===== src/rtl/slist_pkg.sv =====
package slist_pkg;

   // Default number of entries the list can hold.
   localparam int CAPACITY_DEFAULT = 64;

   // Field widths.
   localparam int VALUE_W = 32;
   localparam int RANK_W  = 6;
   localparam int OP_W    = 2;
   localparam int STAT_W  = 2;
   localparam int POS_W   = 6;
   localparam int OCC_W   = 7;

   // Operation codes; any other code reads.
   localparam logic [OP_W-1:0] OP_INSERT = 2'd0;
   localparam logic [OP_W-1:0] OP_REMOVE = 2'd1;
   localparam logic [OP_W-1:0] OP_READ   = 2'd2;

   // Status codes.
   localparam logic [STAT_W-1:0] STAT_DONE    = 2'd0;
   localparam logic [STAT_W-1:0] STAT_FULL    = 2'd1;
   localparam logic [STAT_W-1:0] STAT_NO_RANK = 2'd2;

   // Command broadcast from the controller to every cell.
   typedef struct packed {
      logic                      active;     // execute cycle of an operation
      logic                      op_insert;  // operation is an insert (even if full)
      logic                      insert_go;  // insert that will be stored
      logic                      remove_go;  // remove of an occupied rank
      logic signed [VALUE_W-1:0] value;
      logic [RANK_W-1:0]         rank;
   } cell_cmd_type;

endpackage


===== src/rtl/slist_cell.sv =====
module slist_cell #(
   parameter int INDEX = 0,
   parameter int CNT_W = 7
) (
   input  logic                               clock,
   input  slist_pkg::cell_cmd_type            cmd,
   input  logic [CNT_W-1:0]                   count,
   input  logic                               le_left,
   output logic                               le_out,
   input  logic signed [slist_pkg::VALUE_W-1:0] left_val,
   input  logic signed [slist_pkg::VALUE_W-1:0] right_val,
   output logic signed [slist_pkg::VALUE_W-1:0] stored_val,
   output logic                               hit,
   output logic signed [slist_pkg::VALUE_W-1:0] hit_val
);
   import slist_pkg::*;

   localparam logic [CNT_W-1:0] IDX_C   = CNT_W'(INDEX);
   localparam logic [31:0]      IDX_W32 = 32'(INDEX);

   logic signed [VALUE_W-1:0] stored_ff, stored_in;
   logic                      hit_ff, hit_in;
   logic signed [VALUE_W-1:0] hit_val_ff, hit_val_in;
   logic                      valid, le_own, boundary, rank_match, rank_ge;

   // Local view of the list: occupancy and ordering against the new value.
   always_comb begin
      valid      = count > IDX_C;
      le_own     = valid && (stored_ff <= cmd.value);
      boundary   = le_left && !le_own;
      rank_match = (32'(cmd.rank) == IDX_W32);
      rank_ge    = (32'(cmd.rank) <= IDX_W32);
   end

   assign le_out = le_own;

   // Insert opens a gap at the boundary and shifts right; remove shifts left.
   always_comb begin
      stored_in = stored_ff;
      if (cmd.active && cmd.insert_go && !le_own) begin
         stored_in = le_left ? cmd.value : left_val;
      end else if (cmd.active && cmd.remove_go && rank_ge) begin
         stored_in = right_val;
      end
   end

   // This cell's share of the answer, taken from the contents before the update.
   always_comb begin
      hit_in     = cmd.op_insert ? boundary : rank_match;
      hit_val_in = (!cmd.op_insert && rank_match) ? stored_ff : '0;
   end

   always_ff @(posedge clock) begin
      stored_ff <= stored_in;
      if (cmd.active) begin
         hit_ff     <= hit_in;
         hit_val_ff <= hit_val_in;
      end
   end

   assign stored_val = stored_ff;
   assign hit        = hit_ff;
   assign hit_val    = hit_val_ff;

endmodule


===== config.mk =====
export PLATFORM = sky130hd
export DESIGN_NAME = slist_cell
export DESIGN_NICKNAME = d
export VERILOG_FILES = /design/src/rtl/slist_pkg.sv /design/src/rtl/slist_cell.sv
export SDC_FILE = /design/constraint.sdc
export NUM_CORES = 1
export LEC_CHECK = 0
export ABC_AREA = 1
export BUFFER_PORTS_ARGS = -buffer_cell sky130_fd_sc_hd__clkbuf_2
export CAP_MARGIN = 15
export CORE_MARGIN = 4
export CORE_UTILIZATION = 40
export CTS_CLUSTER_SIZE = 12
export DETAILED_ROUTE_END_ITERATION = 7
export HOLD_SLACK_MARGIN = 0.05
export MAX_ROUTING_LAYER = met4
export PLACE_DENSITY = 0.7
export SYNTH_ARGS = -nofsm -noshare
export SYNTH_HDL_FRONTEND = slang
export SYNTH_SLANG_ARGS = --single-unit

===== constraint.sdc =====
create_clock -name clock -period 4.7 [get_ports clock]
set_input_delay 0.47 -clock clock [delete_from_list [all_inputs] [get_ports clock]]
set_output_delay 0.47 -clock clock [all_outputs]
set_load 0.01 [all_outputs]

==> metrics <==
status=finished, final reports clean; vias per cell=between 4 and 5; Syn Inst Count=~470; finished layout cell area=~5200 µm²; Clock Sink Count=between 60 and 70; critical path data required time=4.69 ns; synth warn=0; H-tree depth=3; Die Y=108 µm; Reg clk slew, reported paths=~0.080 ns; Die ar.=approximately 12000 µm²; Crit Path Class=register to register; CTS tree=built; Max Slew Vio Count=0; fillers=934; Synth Area in Compound Gates=0.0650; Pleak=between 2 and 3 nW; clk_lat worst skew=~0.34 ns; setup TNS=0 ns; Fmax=between 300 and 400 MHz; PortBufs=180; Max Cap Violations=0; Mapped Avg Cell Area=8.47 µm²; syn_nets=about 600; post-synthesis mux area share=0.00284; synthesis-to-layout area growth=30.1%; critical path endpoint category=register; min Tclk post-route=3.24 ns; global-route wire length before repair=around 17000 µm; unrepaired setup endpoints after global routing=false; Starting Density=0.408; GR Util All Layers=0.200; initial antenna violation count=0; GRT overflow=0; # hold bufs at CTS=0; layout cells sized above 1=0.320; CTS Buf Count=9; sequential share of the synthesized area=0.492; CTS root buffer=clkbuf_8; largest net degree at the start of global routing=38; total number of vias=~3700; Synth cell types=23; vias in the first global route=between 3000 and 4000; Detail Placement HPWL=around 8400 µm; CTS Buffer Depth=2; Synth Area in Simple Gates=0.237; gpl congestion=roughly 0.84; Placed Instance Area=4940 µm²; pwr dens=approximately 290 nW/µm²; XOR/XNOR share of the synthesized area=0; Post-Synth Adder-Cell Area=0.101; nets=791; Post-Syn Area=about 4000 µm²; period utilization=0.688; TritonRoute pass-1 iters=4; main combinational cell family by area after synthesis=simple AND/OR/NAND/NOR gates; register bit total from synthesis=65; setup bufs post-CTS=0; post-cts sizing count=0; slew margin rel.=0.539; row cnt=36; startpoint types=register; Detailed Route WL=~11000 µm; crit path DAT=approximately 3.2 ns; Die Width=~110 µm; Final Setup Violations=0; Final Skew=between 0.01 and 0.015 ns; CP max FO=35; DRC=0; Core Region=around 10000 µm²; endpoints failing hold=0; DRT antenna net count=0; Starting DRT DRC Count=171; Hold Path Class=input pin to register; Power, Total=around 0.0015 W; peak supply drop=around 120 µV; WL per Instance=roughly 14 µm; number of top-level pins=~180; Slew @ Worst Pin=just under 0.7 ns
[power by group]
part	total [W]	internal, W	switching [W]
registers	0.000691	0.000674	0.0000168
logic	0.000277	0.000111	0.000166
clock network	0.000530	0.000297	0.000233
total	0.00150	0.00108	0.000415
[through the flow]
stage | util | hold WS, ns | setup WS (ns) | instances
2_1_floorplan | - | 0.582 | 1.84 | 468
3_3_place_gp | 0.508 | 0.590 | 1.41 | 766
3_5_place_dp | 0.508 | 0.601 | 1.31 | 766
4_1_cts | 0.530 | 0.371 | 1.42 | 782
5_1_grt | 0.530 | 0.389 | 1.17 | 782
6_report | 0.530 | 0.390 | 1.46 | 783
[cells by family (layout without fill, tap and decap cells)]
logic type | after synthesis | count (layout)
other | 0 | 1
muxes | 1 | 1
AOI/OAI and AO/OA | 50 | 50
buffers and inverters | 94 | 275
and+or+nand+nor | 226 | 226
adders and majority gates | 32 | 32
DFF | 65 | 65
[sequential cells by signal, indices dropped and copies added (netlist names)]
name / count
hit: 1
hit_val: 32
stored_val: 32
[per-layer routing]
metal,track usage,wire length (µm),vias up
met5,-,0,-
met4,0.0821,157,0
met3,0.0252,577,12
met2,0.337,5600,121
met1,0.243,4630,1683
li1,-,-,1862
[worst paths after layout]
path | from | to | slack, ns | depth (start not counted)
worst max-delay path | stored_val[23] | stored_val[15] | 1.46 | 12
worst min-delay path | right_val[1] | stored_val[1] | 0.39 | 3
worst max register to register | stored_val[23] | stored_val[15] | 1.46 | 12
worst min register to register | stored_val[0] | hit_val[0] | 0.62 | 2
[worst max-delay path, cell delays in order, from the launching register on]
cell and delay (ns):
edfxtp_1 0.44, ha_1 0.32, nand2_1 0.08, nor2_1 0.16, nand4_1 0.22, nor2_2 0.17, nand2_1 0.08, nand3_1 0.09
nand3_2 0.10, nand2_4 0.34, nand2_4 0.31, nand2_1 0.13, buf_4 0.39
[area by class of cell]
class	instances	area (µm²)	area share
well taps	133	166	0.0323
diodes	1	2.50	0.000485
multi-input cells	309	1610	0.312
repair buffers	184	931	0.180
flip-flops and latches	65	1950	0.378
inverters	75	282	0.0546
clock inverters	7	95.1	0.0184
clock buffers	9	124	0.0240
[synthesized netlist by cell type (all sizes together)]
library cell,number,share of area
a21o,1,0.0019
a21oi,45,0.057
buf,10,0.023
clkbuf,9,0.0085
edfxtp,65,0.49
ha,32,0.10
inv,75,0.071
mux2,1,0.0028
nand2,110,0.11
nand3,37,0.048
nand4,2,0.0032
nor2,73,0.071
nor3,2,0.0025
nor4,1,0.0016
o21a,2,0.0038
o21ai,2,0.0025
or4,1,0.0019
[cell usage in the layout, fill, tap and decap left out, types with 3 or more instances in the layout]
master / count
nor2_1: 70
a21oi_1: 45
nand3_1: 36
clkbuf_8: 9
clkinvlp_4: 4
edfxtp_1: 65
nand2_1: 107
inv_1: 75
buf_4: 4
ha_1: 32
clkbuf_2: 180
nor2_2: 3
Power figures use the tool's default switching activity.
